===== src/hdl/hslc_pkg.sv =====
// Shared types and constants of the RGB565 HSL color classifier.
package hslc_pkg;

    // Widths of the expanded channels and of the intermediate values.
    localparam int PIXEL_W     = 16;
    localparam int CHAN_W      = 8;
    localparam int SUM_W       = 9;
    localparam int VAL_W       = 8;
    localparam int QUO_W       = 8;
    localparam int HUE_NUM_W   = 14;
    localparam int SAT_NUM_W   = 16;
    localparam int HUE_DEN_W   = CHAN_W;
    localparam int SAT_DEN_W   = SUM_W;
    localparam int CFG_INDEX_W = 3;

    // Scale limits and hue sector offsets.
    localparam logic [VAL_W-1:0] VAL_MAX        = 8'd240;
    localparam logic [VAL_W-1:0] HUE_WRAP       = 8'd240;
    localparam logic [VAL_W-1:0] HUE_GREEN_BASE = 8'd80;
    localparam logic [VAL_W-1:0] HUE_BLUE_BASE  = 8'd160;

    // Hue spans 40 steps per sector; saturation is scaled to 240.
    localparam logic [HUE_NUM_W-1:0] HUE_SECTOR = 14'd40;
    localparam logic [SAT_NUM_W-1:0] SAT_SCALE  = 16'd240;

    // Saturation uses sum as its denominator while luminance is at most 120,
    // which holds exactly for sum up to 257; above that it uses 511 - sum.
    localparam logic [SUM_W-1:0] SUM_SPAN         = 9'd511;
    localparam logic [SUM_W-1:0] SUM_LOW_HALF_MAX = 9'd257;

    // Luminance is floor(sum * 8 / 17); (sum * 3856) >> 13 is exact for sum <= 511.
    localparam int                   LUM_RECIP_W = 12;
    localparam logic [LUM_RECIP_W-1:0] LUM_RECIP = 12'd3856;
    localparam int                   LUM_SHIFT   = 13;
    localparam int                   LUM_PROD_W  = SUM_W + LUM_RECIP_W;

    // Configuration register indexes.
    typedef enum logic [CFG_INDEX_W-1:0] {
        REG_HUE_LOW  = 3'd0,
        REG_HUE_HIGH = 3'd1,
        REG_SAT_LOW  = 3'd2,
        REG_SAT_HIGH = 3'd3,
        REG_LUM_LOW  = 3'd4,
        REG_LUM_HIGH = 3'd5
    } cfg_index_t;

    // Match window registers.
    typedef struct packed {
        logic [VAL_W-1:0] hue_low;
        logic [VAL_W-1:0] hue_high;
        logic [VAL_W-1:0] sat_low;
        logic [VAL_W-1:0] sat_high;
        logic [VAL_W-1:0] lum_low;
        logic [VAL_W-1:0] lum_high;
    } thresh_t;

    // Values that ride alongside the divisions.
    typedef struct packed {
        logic [VAL_W-1:0] base;
        logic             neg;
        logic             grey;
        logic [VAL_W-1:0] lum;
    } side_t;

    // Operands handed to the divider.
    typedef struct packed {
        logic [HUE_NUM_W-1:0] hue_num;
        logic [HUE_DEN_W-1:0] hue_den;
        logic [SAT_NUM_W-1:0] sat_num;
        logic [SAT_DEN_W-1:0] sat_den;
        side_t                side;
    } div_req_t;

    // Quotients returned by the divider.
    typedef struct packed {
        logic [QUO_W-1:0] hue_q;
        logic [QUO_W-1:0] sat_q;
        side_t            side;
    } div_rsp_t;

endpackage


===== src/hdl/rgb565_hsl_color_classifier_unit.sv =====
// Top level of the RGB565 HSL color classifier with its match window registers.
//
// Converts each RGB565 pixel beat to hue, saturation and luminance on a 0..240 scale
// and flags a match when all three lie strictly inside the programmed windows. One pixel
// is accepted every clock unless the output stalls; a beat passes through two front-end
// stages, an eight-stage restoring divider that settles one quotient bit per stage, and
// one registered output stage. Backpressure stalls only the stages that are full, so
// bubbles are squeezed out. The six window registers are written through the plain
// write port at indexes 0 to 5 and should only change while no beat is in flight.
module rgb565_hsl_color_classifier_unit import hslc_pkg::*; (
    input  logic                   aclk,
    input  logic                   aresetn,
    input  logic                   s_valid,
    output logic                   s_ready,
    input  logic [PIXEL_W-1:0]     s_pixel,
    output logic                   m_valid,
    input  logic                   m_ready,
    output logic [VAL_W-1:0]       m_hue,
    output logic [VAL_W-1:0]       m_saturation,
    output logic [VAL_W-1:0]       m_luminance,
    output logic                   m_matched,
    input  logic                   cfg_wr_en,
    input  logic [CFG_INDEX_W-1:0] cfg_index,
    input  logic [VAL_W-1:0]       cfg_wr_data
);

    thresh_t thresh_reg, thresh_next;

    logic     front_valid;
    logic     front_ready;
    div_req_t front_req;
    logic     div_valid;
    logic     div_ready;
    div_rsp_t div_rsp;

    // Window register writes; indexes beyond the list are ignored.
    always_comb begin
        thresh_next = thresh_reg;
        if (cfg_wr_en) begin
            unique case (cfg_index_t'(cfg_index))
                REG_HUE_LOW:  thresh_next.hue_low  = cfg_wr_data;
                REG_HUE_HIGH: thresh_next.hue_high = cfg_wr_data;
                REG_SAT_LOW:  thresh_next.sat_low  = cfg_wr_data;
                REG_SAT_HIGH: thresh_next.sat_high = cfg_wr_data;
                REG_LUM_LOW:  thresh_next.lum_low  = cfg_wr_data;
                REG_LUM_HIGH: thresh_next.lum_high = cfg_wr_data;
                default:      thresh_next = thresh_reg;
            endcase
        end
    end

    always_ff @(posedge aclk) begin
        if (!aresetn) begin
            thresh_reg.hue_low  <= '0;
            thresh_reg.hue_high <= VAL_MAX;
            thresh_reg.sat_low  <= '0;
            thresh_reg.sat_high <= VAL_MAX;
            thresh_reg.lum_low  <= '0;
            thresh_reg.lum_high <= VAL_MAX;
        end else begin
            thresh_reg <= thresh_next;
        end
    end

    // Channel expansion and operand setup.
    hslc_front u_front (
        .aclk      (aclk),
        .aresetn   (aresetn),
        .in_valid  (s_valid),
        .in_ready  (s_ready),
        .in_pixel  (s_pixel),
        .out_valid (front_valid),
        .out_ready (front_ready),
        .out_req   (front_req)
    );

    // Hue and saturation division.
    hslc_div u_div (
        .aclk      (aclk),
        .aresetn   (aresetn),
        .in_valid  (front_valid),
        .in_ready  (front_ready),
        .in_req    (front_req),
        .out_valid (div_valid),
        .out_ready (div_ready),
        .out_rsp   (div_rsp)
    );

    // Result assembly and window match.
    hslc_back u_back (
        .aclk           (aclk),
        .aresetn        (aresetn),
        .in_valid       (div_valid),
        .in_ready       (div_ready),
        .in_rsp         (div_rsp),
        .thresh         (thresh_reg),
        .out_valid      (m_valid),
        .out_ready      (m_ready),
        .out_hue        (m_hue),
        .out_saturation (m_saturation),
        .out_luminance  (m_luminance),
        .out_matched    (m_matched)
    );

endmodule


===== src/hdl/hslc_front.sv =====
// Front end: channel expansion, max/min, hue sector and divider operands in two stages.
module hslc_front import hslc_pkg::*; (
    input  logic               aclk,
    input  logic               aresetn,
    input  logic               in_valid,
    output logic               in_ready,
    input  logic [PIXEL_W-1:0] in_pixel,
    output logic               out_valid,
    input  logic               out_ready,
    output div_req_t           out_req
);

    typedef enum logic [1:0] {
        SECT_RED   = 2'd0,
        SECT_GREEN = 2'd1,
        SECT_BLUE  = 2'd2
    } sector_t;

    // Stage one registers.
    logic              s1_vld_reg;
    logic [CHAN_W-1:0] s1_d_reg,   s1_d_next;
    logic [SUM_W-1:0]  s1_sum_reg, s1_sum_next;
    logic [CHAN_W-1:0] s1_mag_reg, s1_mag_next;
    logic              s1_neg_reg, s1_neg_next;
    sector_t           s1_sect_reg, s1_sect_next;

    // Stage two registers.
    logic     s2_vld_reg;
    div_req_t s2_req_reg, s2_req_next;

    logic adv1;
    logic adv2;

    logic [CHAN_W-1:0] red;
    logic [CHAN_W-1:0] green;
    logic [CHAN_W-1:0] blue;
    logic [CHAN_W-1:0] mx;
    logic [CHAN_W-1:0] mn;
    logic [CHAN_W-1:0] opa;
    logic [CHAN_W-1:0] opb;

    logic [LUM_PROD_W-1:0] lum_prod;

    // A stage loads when it is empty or its content moves on.
    assign adv2     = !s2_vld_reg || out_ready;
    assign adv1     = !s1_vld_reg || adv2;
    assign in_ready = adv1;

    // Expand the pixel, find max and min, and pick the hue sector (red checked first).
    always_comb begin
        red   = {in_pixel[15:11], 3'b000};
        green = {in_pixel[10:5], 2'b00};
        blue  = {in_pixel[4:0], 3'b000};
        mx = red;
        if (green > mx) mx = green;
        if (blue > mx)  mx = blue;
        mn = red;
        if (green < mn) mn = green;
        if (blue < mn)  mn = blue;
        if (mx == red) begin
            s1_sect_next = SECT_RED;
            opa = green;
            opb = blue;
        end else if (mx == green) begin
            s1_sect_next = SECT_GREEN;
            opa = blue;
            opb = red;
        end else begin
            s1_sect_next = SECT_BLUE;
            opa = red;
            opb = green;
        end
        s1_neg_next = opa < opb;
        s1_mag_next = s1_neg_next ? (opb - opa) : (opa - opb);
        s1_d_next   = mx - mn;
        s1_sum_next = SUM_W'(mx) + SUM_W'(mn);
    end

    // Build the numerators, denominators, hue base and luminance.
    always_comb begin
        lum_prod = LUM_PROD_W'(s1_sum_reg) * LUM_PROD_W'(LUM_RECIP);
        s2_req_next.hue_num = HUE_NUM_W'(s1_mag_reg) * HUE_SECTOR;
        s2_req_next.hue_den = s1_d_reg;
        s2_req_next.sat_num = SAT_NUM_W'(s1_d_reg) * SAT_SCALE;
        s2_req_next.sat_den = (s1_sum_reg <= SUM_LOW_HALF_MAX) ? s1_sum_reg
                                                               : (SUM_SPAN - s1_sum_reg);
        s2_req_next.side.neg  = s1_neg_reg;
        s2_req_next.side.grey = (s1_d_reg == '0);
        s2_req_next.side.lum  = lum_prod[LUM_SHIFT +: VAL_W];
        unique case (s1_sect_reg)
            SECT_RED:   s2_req_next.side.base = s1_neg_reg ? HUE_WRAP : '0;
            SECT_GREEN: s2_req_next.side.base = HUE_GREEN_BASE;
            SECT_BLUE:  s2_req_next.side.base = HUE_BLUE_BASE;
            default:    s2_req_next.side.base = '0;
        endcase
    end

    // Valid bits.
    always_ff @(posedge aclk) begin
        if (!aresetn) begin
            s1_vld_reg <= 1'b0;
            s2_vld_reg <= 1'b0;
        end else begin
            if (adv1) s1_vld_reg <= in_valid;
            if (adv2) s2_vld_reg <= s1_vld_reg;
        end
    end

    // Payload registers.
    always_ff @(posedge aclk) begin
        if (adv1 && in_valid) begin
            s1_d_reg    <= s1_d_next;
            s1_sum_reg  <= s1_sum_next;
            s1_mag_reg  <= s1_mag_next;
            s1_neg_reg  <= s1_neg_next;
            s1_sect_reg <= s1_sect_next;
        end
        if (adv2 && s1_vld_reg) begin
            s2_req_reg <= s2_req_next;
        end
    end

    assign out_valid = s2_vld_reg;
    assign out_req   = s2_req_reg;

`ifndef SYNTH
    // A colored pixel never reaches the divider with a zero or too small divisor.
    a_den_nonzero: assert property (@(posedge aclk) disable iff (!aresetn)
        s2_vld_reg && !s2_req_reg.side.grey |->
            (s2_req_reg.hue_den != '0) &&
            (s2_req_reg.sat_den >= SAT_DEN_W'(s2_req_reg.hue_den)))
        else $error("divider operands out of range");
`endif

endmodule


===== src/hdl/hslc_div.sv =====
// Pipelined restoring divider for hue and saturation, one quotient bit per stage.
module hslc_div import hslc_pkg::*; (
    input  logic     aclk,
    input  logic     aresetn,
    input  logic     in_valid,
    output logic     in_ready,
    input  div_req_t in_req,
    output logic     out_valid,
    input  logic     out_ready,
    output div_rsp_t out_rsp
);

    localparam int HT_W = HUE_DEN_W + QUO_W;
    localparam int ST_W = SAT_DEN_W + QUO_W;

    typedef struct packed {
        logic [HUE_NUM_W-1:0] hue_rem;
        logic [HUE_DEN_W-1:0] hue_den;
        logic [QUO_W-1:0]     hue_q;
        logic [SAT_NUM_W-1:0] sat_rem;
        logic [SAT_DEN_W-1:0] sat_den;
        logic [QUO_W-1:0]     sat_q;
        side_t                side;
    } dstage_t;

    dstage_t stg_in   [QUO_W];
    dstage_t stg_next [QUO_W];
    dstage_t stg_reg  [QUO_W];
    logic    vld_in      [QUO_W];
    logic    stg_vld_reg [QUO_W];
    logic    adv [QUO_W+1];

    assign adv[QUO_W] = out_ready;
    assign in_ready   = adv[0];

    for (genvar k = 0; k < QUO_W; k++) begin : g_stage
        localparam int BIT = QUO_W - 1 - k;

        logic [HT_W-1:0] hue_trial;
        logic [ST_W-1:0] sat_trial;
        logic            hue_fit;
        logic            sat_fit;

        // Stage input comes from the port or from the stage before.
        if (k == 0) begin : g_first
            always_comb begin
                stg_in[k].hue_rem = in_req.hue_num;
                stg_in[k].hue_den = in_req.hue_den;
                stg_in[k].hue_q   = '0;
                stg_in[k].sat_rem = in_req.sat_num;
                stg_in[k].sat_den = in_req.sat_den;
                stg_in[k].sat_q   = '0;
                stg_in[k].side    = in_req.side;
            end
            assign vld_in[k] = in_valid;
        end else begin : g_next
            assign stg_in[k] = stg_reg[k-1];
            assign vld_in[k] = stg_vld_reg[k-1];
        end

        assign adv[k] = !stg_vld_reg[k] || adv[k+1];

        // Try to subtract the shifted divisor from each partial remainder.
        assign hue_trial = HT_W'(stg_in[k].hue_den) << BIT;
        assign sat_trial = ST_W'(stg_in[k].sat_den) << BIT;
        assign hue_fit   = HT_W'(stg_in[k].hue_rem) >= hue_trial;
        assign sat_fit   = ST_W'(stg_in[k].sat_rem) >= sat_trial;

        always_comb begin
            stg_next[k] = stg_in[k];
            if (hue_fit) begin
                stg_next[k].hue_rem  = HUE_NUM_W'(HT_W'(stg_in[k].hue_rem) - hue_trial);
                stg_next[k].hue_q[BIT] = 1'b1;
            end
            if (sat_fit) begin
                stg_next[k].sat_rem  = SAT_NUM_W'(ST_W'(stg_in[k].sat_rem) - sat_trial);
                stg_next[k].sat_q[BIT] = 1'b1;
            end
        end

        // Valid bit of this stage.
        always_ff @(posedge aclk) begin
            if (!aresetn) begin
                stg_vld_reg[k] <= 1'b0;
            end else if (adv[k]) begin
                stg_vld_reg[k] <= vld_in[k];
            end
        end

        // Payload of this stage.
        always_ff @(posedge aclk) begin
            if (adv[k] && vld_in[k]) begin
                stg_reg[k] <= stg_next[k];
            end
        end
    end

    assign out_valid     = stg_vld_reg[QUO_W-1];
    assign out_rsp.hue_q = stg_reg[QUO_W-1].hue_q;
    assign out_rsp.sat_q = stg_reg[QUO_W-1].sat_q;
    assign out_rsp.side  = stg_reg[QUO_W-1].side;

`ifndef SYNTH
    // After the last stage each remainder is below its divisor.
    a_rem_below_den: assert property (@(posedge aclk) disable iff (!aresetn)
        stg_vld_reg[QUO_W-1] && !stg_reg[QUO_W-1].side.grey |->
            (stg_reg[QUO_W-1].hue_rem < HUE_NUM_W'(stg_reg[QUO_W-1].hue_den)) &&
            (stg_reg[QUO_W-1].sat_rem < SAT_NUM_W'(stg_reg[QUO_W-1].sat_den)))
        else $error("division did not converge");

    // An accepted beat occupies the first stage on the next cycle.
    a_first_loaded: assert property (@(posedge aclk) disable iff (!aresetn)
        in_valid && in_ready |=> stg_vld_reg[0])
        else $error("accepted beat lost at divider entry");
`endif

endmodule


===== src/hdl/hslc_back.sv =====
// Output stage: hue assembly, clamping and window match, registered toward the port.
module hslc_back import hslc_pkg::*; (
    input  logic             aclk,
    input  logic             aresetn,
    input  logic             in_valid,
    output logic             in_ready,
    input  div_rsp_t         in_rsp,
    input  thresh_t          thresh,
    output logic             out_valid,
    input  logic             out_ready,
    output logic [VAL_W-1:0] out_hue,
    output logic [VAL_W-1:0] out_saturation,
    output logic [VAL_W-1:0] out_luminance,
    output logic             out_matched
);

    logic             vld_reg;
    logic [VAL_W-1:0] hue_reg, hue_next;
    logic [VAL_W-1:0] sat_reg, sat_next;
    logic [VAL_W-1:0] lum_reg, lum_next;
    logic             match_reg, match_next;
    logic             adv;

    assign adv      = !vld_reg || out_ready;
    assign in_ready = adv;

    // Offset the hue quotient into its sector, clamp, and test the windows.
    always_comb begin
        if (in_rsp.side.grey) begin
            hue_next = '0;
            sat_next = '0;
        end else begin
            hue_next = in_rsp.side.neg ? (in_rsp.side.base - in_rsp.hue_q)
                                       : (in_rsp.side.base + in_rsp.hue_q);
            sat_next = (in_rsp.sat_q > VAL_MAX) ? VAL_MAX : in_rsp.sat_q;
        end
        lum_next   = (in_rsp.side.lum > VAL_MAX) ? VAL_MAX : in_rsp.side.lum;
        match_next = (hue_next > thresh.hue_low) && (hue_next < thresh.hue_high) &&
                     (sat_next > thresh.sat_low) && (sat_next < thresh.sat_high) &&
                     (lum_next > thresh.lum_low) && (lum_next < thresh.lum_high);
    end

    // Output valid.
    always_ff @(posedge aclk) begin
        if (!aresetn) begin
            vld_reg <= 1'b0;
        end else if (adv) begin
            vld_reg <= in_valid;
        end
    end

    // Output payload.
    always_ff @(posedge aclk) begin
        if (adv && in_valid) begin
            hue_reg   <= hue_next;
            sat_reg   <= sat_next;
            lum_reg   <= lum_next;
            match_reg <= match_next;
        end
    end

    assign out_valid      = vld_reg;
    assign out_hue        = hue_reg;
    assign out_saturation = sat_reg;
    assign out_luminance  = lum_reg;
    assign out_matched    = match_reg;

`ifndef SYNTH
    // Every delivered value stays on the 0..240 scale.
    a_in_scale: assert property (@(posedge aclk) disable iff (!aresetn)
        vld_reg |-> (hue_reg <= VAL_MAX) && (sat_reg <= VAL_MAX) && (lum_reg <= VAL_MAX))
        else $error("value beyond scale");

    // A match flag agrees with the windows it was tested against.
    a_match_inside: assert property (@(posedge aclk) disable iff (!aresetn)
        vld_reg && match_reg |->
            (hue_reg > thresh.hue_low) && (hue_reg < thresh.hue_high) &&
            (sat_reg > thresh.sat_low) && (sat_reg < thresh.sat_high) &&
            (lum_reg > thresh.lum_low) && (lum_reg < thresh.lum_high))
        else $error("match flag outside windows");
`endif

endmodule


===== config.mk =====
export PLATFORM = sky130hd
export DESIGN_NAME = rgb565_hsl_color_classifier_unit
export DESIGN_NICKNAME = d
export VERILOG_FILES = /design/src/hdl/hslc_pkg.sv /design/src/hdl/rgb565_hsl_color_classifier_unit.sv /design/src/hdl/hslc_front.sv /design/src/hdl/hslc_div.sv /design/src/hdl/hslc_back.sv
export SDC_FILE = /design/constraint.sdc
export NUM_CORES = 1
export LEC_CHECK = 0
export ABC_AREA = 1
export ABC_CLOCK_PERIOD_IN_PS = 13900
export BUFFER_PORTS_ARGS = -buffer_cell sky130_fd_sc_hd__buf_2
export CAP_MARGIN = 20
export CORE_AREA = 10 10 317 166
export DETAILED_ROUTE_END_ITERATION = 10
export DIE_AREA = 0 0 327 176
export GPL_TIMING_DRIVEN = 0
export PLACE_DENSITY = 0.89
export SYNTH_ARGS = -nofsm -noshare
export SYNTH_HDL_FRONTEND = slang
export SYNTH_SLANG_ARGS = --single-unit

===== constraint.sdc =====
create_clock -name aclk -period 13.9 [get_ports aclk]
set_input_delay 2.78 -clock aclk [delete_from_list [all_inputs] [get_ports aclk]]
set_output_delay 2.78 -clock aclk [all_outputs]
set_load 0.01 [all_outputs]

==> results of run 1 <==
## stage by stage
| stage | cell area, um^2 | setup WS [ps] | util [%] |
|---|---|---|---|
| 2_1_floorplan | 29000 | 6500 | - |
| 3_3_place_gp | 30100 | 5320 | 63.3 |
| 3_5_place_dp | 30300 | 5100 | 63.7 |
| 4_1_cts | 31800 | 5700 | 66.8 |
| 5_1_grt | 31800 | 4890 | 66.9 |
| 6_report | 31800 | 5540 | 66.9 |
## metal layers
layer | vias to the layer above | wire [um]
met5 | - | 0
met4 | 0 | 1700
met3 | 181 | 5300
met2 | 926 | 29500
met1 | 9375 | 27600
li1 | 9283 | -
## cells in the mapped netlist (all sizes together), types with 5 or more instances
cell type	n	area (um^2)
a211oi	8	60.1
nor3	25	125
edfxtp	512	15400
nand4	13	81.3
o21bai	9	67.6
xnor2	46	403
o211ai	18	135
a21o	10	75.1
ha	260	3250
xor2	89	780
nand2	349	1350
or2	6	37.5
o21ai	187	940
o21a	8	60.1
a31oi	5	31.3
a21oi	209	1050
nor2	223	890
nand3	71	400
o31ai	7	52.6
clkbuf	30	113
fa	35	701
inv	430	1610
buf	5	40.0
nor4	12	75.1
dfxtp	52	1040
## worst max path at each step
stage           startpoint               endpoint  slack, ps  depth (start not counted)
3_3_place_gp   s_pixel[13]  u_front.s1_mag_reg[7]       5320                         42
4_1_cts        s_pixel[13]  u_front.s1_mag_reg[7]       5700                         42
3_5_place_dp   s_pixel[13]  u_front.s1_mag_reg[7]       5100                         42
2_1_floorplan  s_pixel[15]  u_front.s1_mag_reg[7]       6500                         39
6_report       s_pixel[13]  u_front.s1_mag_reg[7]       5540                         41
5_1_grt        s_pixel[13]  u_front.s1_mag_reg[7]       4890                         40
## cells in the final DEF, fill, tap and decap left out, drive strengths merged, types with 13 or more instances in the layout
master  instances
xnor2          46
ha            260
buf            72
dfxtp          52
nand2         349
a21oi         209
xor2           89
edfxtp        512
fa             35
nand4          13
nor3           25
clkbuf         93
o211ai         18
o21ai         187
clkinv         16
nor2          223
inv           432
nand3          71
## cells by family after synthesis
kind of cell	share of synthesized area, %
simple gates	10.4
flops	56.6
compound gates	9.16
buf+inv	6.09
fa+ha+maj	13.6
xor+xnor	4.08
mux	0.0734
## report_power, final
group          total [mW]  switching, mW  internal, mW  leakage [nW]
registers            2.16         0.0905          2.07          5.09
logic                1.64          0.989         0.649          7.38
clock network        1.29          0.610         0.682         0.713
total                5.09           1.69          3.40          13.2
## layout make-up
cell class                 instances  area, um^2  share of cell area [%]
inverter                         430        1610                    5.07
clock inverter                    22         228                   0.716
tap                              649         812                    2.55
clock buffer                      63        1260                    3.95
buffer                            35         153                   0.480
sequential                       564       16400                    51.6
multi-input combinational       1619       10900                    34.1
timing repair buffer              67         495                    1.56
==> impl_metrics.yaml, run 1 <==
global_routing:
  grt_use_met3_pct: 3.56
  grt_first_pass_wirelength_um: 104000
  overflow: 0
  grtUsageTotal_pct: 22.1
  met2_usage_pct: 36.2
  grt_pass1_vias: 20000
  grt-busiest-layer: "met2"
  grt_use_met1_pct: 30.4
  grt_antenna_before_repair: 0
  grt_max_degree: 46
critical_path:
  r2r_cells: 23
  cp_num_buf_inv: 7
  arrival_ps: 8700
  end_kind: "register"
  r2r_start: "u_div.stg_reg[1][294]"
  critPathLaunchType: "primary input"
  cp_max_fo: 10
  crit_top_cell: "nand2_1"
  crit_slowest_cell: "nor2_1"
  cp.required_ps: 14240
  cp_top_family: "simple AND/OR/NAND/NOR gates"
  rrSetupSlack_ps: 9240
  max_stage_delay_ps: 390
  worstReg2RegEnd: "u_back.out_matched"
  setup.worst_path.class: "in -> reg"
cts:
  cts.sinks: 564
  cts_buffer_depth: 3
  cts_hold_buf: 0
  cts_buffers: 47
  ctsResizeCount: 0
  path_clk_slew_ps: 70
  cts_root_buffer: "clkbuf_16"
  cts_tree: "built"
  cts_setup_buffers: 0
  cts_max_level: 2
  clk_latency_ps: 610
sta:
  fmax_mhz: 120
  slew_violations: 0
  rsz0062_at_grt: "no"
  finalSetupTns_ps: 0
  whs_ps: 375
  worstMarginPinSlew_ps: 951
  setup_viol: 0
  hold_viol_final: 0
  max-slew-margin-rel_pct: 36.4
  fin_crit_sh_pct: 60.2
  fin_crit_ps: 8360
  finClkSkew_ps: 47.3
floorplan:
  die_area_um2: 57600
  dieWidth_um: 327
  pin_count: 59
  start_util_pct: 61.0
  rows: 57
  die_h_um: 176
  core-area_um2: 47600
logic_synthesis:
  synth_seq_area_share_pct: 56.6
  synth-async-reset-ratio_pct: 0
  synth_cell_types: 54
  ys_seq_elements: 564
  ys_warn_count: 0
  syn-num-nets: 2975
  syn_avg_cell_area_um2: 11.0
  synth_flop_cell: "edfxtp_1"
  syn_area_um2: 29000
  synthesis.instances: 2648
  synth-edff-count: 512
drt:
  dr.pass1.iters: 6
  ant_nets: 0
  first_iter_violations: 2384
  drt-wirelength-per-cell_um: 18.6
  drc: 0
  wl_um: 64000
  vias_per_cell: 5.73
  vias: 19800
power_and_ir_drop:
  ir_drop_mv: 0.154
  finalPower_mw: 5.09
  leakagePower_nw: 13.2
  power_density_nw_per_um2: 160
placed_design:
  hpwl_um: 47200
  dp_cells: 3363
  globalplace.congestion: 0.942
  portBuffers: 57
hold_path:
  whs_path_depth: 0
  min_from: "u_div.stg_reg[0][251]"
  hold_end: "u_div.stg_reg[1][8]"
  hp-class: "reg -> reg"
run:
  cap_violations: 0
finish:
  drive_gt1_share_pct: 7.00
  area_delta_synth_final_pct: 9.75
  largest_reg_flops: 415
  diodes: 0
  fillers: 3175
  layout.cells.non_filler: 3449
  nets: 3091
outcome:
  outcome: "finished, final reports clean"
(Power assumes the default switching activity.)
==> run 2, diff against run 1 <==
- ABC_AREA: 1 -> 0
- ABC_CLOCK_PERIOD_IN_PS: 13900 -> 8700
- CORE_AREA: 10 10 317 166 -> 10 10 318 167
- DIE_AREA: 0 0 327 176 -> 0 0 328 177
- PLACE_DENSITY: 0.89 -> 0.88
- clock period: 13.9 -> 8.7 ns (I/O delays scaled with it)
==> run 2 against run 1 <==
Against the previous run: critical endpoint unchanged; largest cell class unchanged; setup slack got worse by 5200 ps; critical path type unchanged; utilization increased by 0.46 points; critical path depth down 11; register-to-register slack got worse by 4900 ps.
==> impl_metrics.yaml, run 2 <==
sta:
  hold_viol_final: 0
  whs_ps: 404
  rsz0062_at_grt: "no"
  slew_violations: 0
  fin_crit_ps: 8330
  worstMarginPinSlew_ps: 1170
  fmax_mhz: 120
  fin_crit_sh_pct: 95.7
  setup_viol: 0
  final.setup.worst_slack_ps: 370
  finClkSkew_ps: 23.2
  max-slew-margin-rel_pct: 20.3
power_and_ir_drop:
  ir_drop_mv: 0.264
  leakagePower_nw: 12.6
  power_frac_seq_pct: 41.2
  switching_share_pct: 31.4
  combinationalPowerShare_pct: 32.3
  switching_power_mw: 2.64
  internal-power_mw: 5.75
  pwr-share-clk_pct: 26.4
  power_density_nw_per_um2: 261
  finalPower_mw: 8.39
floorplan:
  die_h_um: 177
  pin_count: 59
  die_area_um2: 58100
  rows: 57
  dieWidth_um: 328
  core-area_um2: 47700
  start_util_pct: 61.0
cts:
  path_clk_slew_ps: 70
  cts_max_level: 2
  cts_buffer_depth: 3
  cts_root_buffer: "clkbuf_16"
  clk_latency_ps: 610
  cts_tree: "built"
  cts.sinks: 564
  cts_buffers: 47
finish:
  design_area_um2: 32100
  largest_reg_flops: 415
  diodes: 0
  final_cell_mix: "512 x edfxtp_1, 266 x inv_1, 260 x ha_1"
  area_delta_synth_final_pct: 10.4
  drive_gt1_share_pct: 7.76
  mostFrequentLayoutCell: "edfxtp_1"
  nets: 2865
placed_design:
  pre_cts_ws_ps: -285
  post_dp_cell_area_um2: 30600
  globalplace.congestion: 0.958
  portBuffers: 57
  hpwl_um: 46600
drt:
  wl_um: 64200
  ant_nets: 0
  first_iter_violations: 2193
  drc: 0
  dr.pass1.iters: 6
  vias_per_cell: 5.97
  vias: 19300
  drt-wirelength-per-cell_um: 19.9
critical_path:
  crit_top_cell: "ha_1"
  crit_slowest_cell: "or4_4"
  cp_num_buf_inv: 4
  max_stage_delay_ps: 590
  critPathLaunchType: "primary input"
  cp_max_fo: 10
  arrival_ps: 8680
  cp_top_family: "simple AND/OR/NAND/NOR gates"
  setup.worst_path.class: "in -> reg"
  end_kind: "register"
  cp.required_ps: 9050
logic_synthesis:
  syn_area_um2: 29100
  synth-async-reset-ratio_pct: 0
  syn_avg_cell_area_um2: 12.0
  synth.most_common_cell: "edfxtp_1"
  syn-num-nets: 2746
  synth_seq_area_share_pct: 56.4
  synth_top_area_share_pct: 52.8
  ys_warn_count: 0
  ys_seq_elements: 564
  synthesis.instances: 2419
  yosysTopAreaCell: "edfxtp_1"
  synth-edff-count: 512
  synthTopCellsByCount: "512 x edfxtp_1, 266 x inv_1, 260 x ha_1"
  synth_flop_cell: "edfxtp_1"
  synth_cell_types: 76
  synth_area_leaders: "edfxtp_1 53%, ha_1 11%, dfxtp_1 3.6%"
global_routing:
  overflow: 0
  grt_max_degree: 42
  grt_antenna_before_repair: 1
  grt_pass1_vias: 19500
  grt_first_pass_wirelength_um: 103000
  grtUsageTotal_pct: 22.0
outcome:
  outcome: "finished, final reports clean"
run:
  cap_violations: 0
hold_path:
  hp-class: "reg -> reg"
[run 2: changes by cell type in the layout (fill, tap and decap cells not counted), moves of 20 or more]
cell and change:
nand2_1 -138, xnor2_1 +34, and2_1 +20, xor2_1 -34, o21ai_0 -65, nand3_1 -38
a21o_1 +35, nor2b_1 +48, nand2b_1 +42, inv_1 -151, o21a_1 +21, a21oi_1 -76
nor2_1 -78, a21boi_0 +49
[run 2: path summary, 6_finish.rpt]
check        slack [ps]                     to  cells past startpoint                   from
max                 370  u_front.s1_mag_reg[7]                     30            s_pixel[14]
min                 400  u_div.stg_reg[0][187]                      0  u_div.stg_reg[0][106]
max reg2reg        4370     u_back.out_matched                     18  u_div.stg_reg[1][295]
min reg2reg         400  u_div.stg_reg[0][187]                      0  u_div.stg_reg[0][106]
[run 2: logic make-up after synthesis]
kind of cell / count (synthesis) / share of synthesized area [%]
AOI/OAI and AO/OA: 486 / 10.6
and+or+nand+nor: 584 / 9.76
xor gates and xnor gates: 135 / 4.06
muxes: 41 / 1.50
DFF: 564 / 56.4
buffers and inverters: 314 / 4.09
adders and majority gates: 295 / 13.6
[run 2: stage by stage]
step	instances	setup TNS [ps]	util (%)
5_1_grt	3225	0	67.4
4_1_cts	3225	0	67.3
6_report	3225	0	67.4
2_1_floorplan	2419	0	-
3_3_place_gp	3125	-19670	63.3
3_5_place_dp	3138	-285	64.0
[run 2: area by class of cell]
| type | instances | area (um^2) |
|---|---|---|
| inverters | 266 | 998 |
| clock buffers | 54 | 1220 |
| well taps | 649 | 812 |
| repair buffers | 70 | 558 |
| fillers | 3111 | 15600 |
| clock inverters | 33 | 355 |
| plain buffers | 48 | 191 |
| multi-input cells | 1541 | 11600 |
| flip-flops and latches | 564 | 16400 |
[run 2: power groups by stage]
stage | Combinational (mW) | Sequential (mW) | Clock, mW
after floorplan | 2.08 | 3.46 | 0
after global placement | 2.46 | 3.51 | 0
after global routing | 3.06 | 3.48 | 2.34
after detailed placement | 2.64 | 3.52 | 0
final | 2.71 | 3.46 | 2.22
after CTS | 2.69 | 3.46 | 2.23
[run 2: repair_timing]
action,CTS,global route
endpoints found under the setup margin,0,2
buffers inserted,0,0
hold endpoints to repair,0,0
gates resized for setup,0,2
hold buffers,0,0
[run 2: layer usage]
metal	vias up	track usage [%]	wire length, um
met5	-	0.0835	13
met2	859	35.9	29500
met1	9360	29.3	27900
met4	2	6.15	1570
li1	8884	-	-
met3	164	5.05	5250
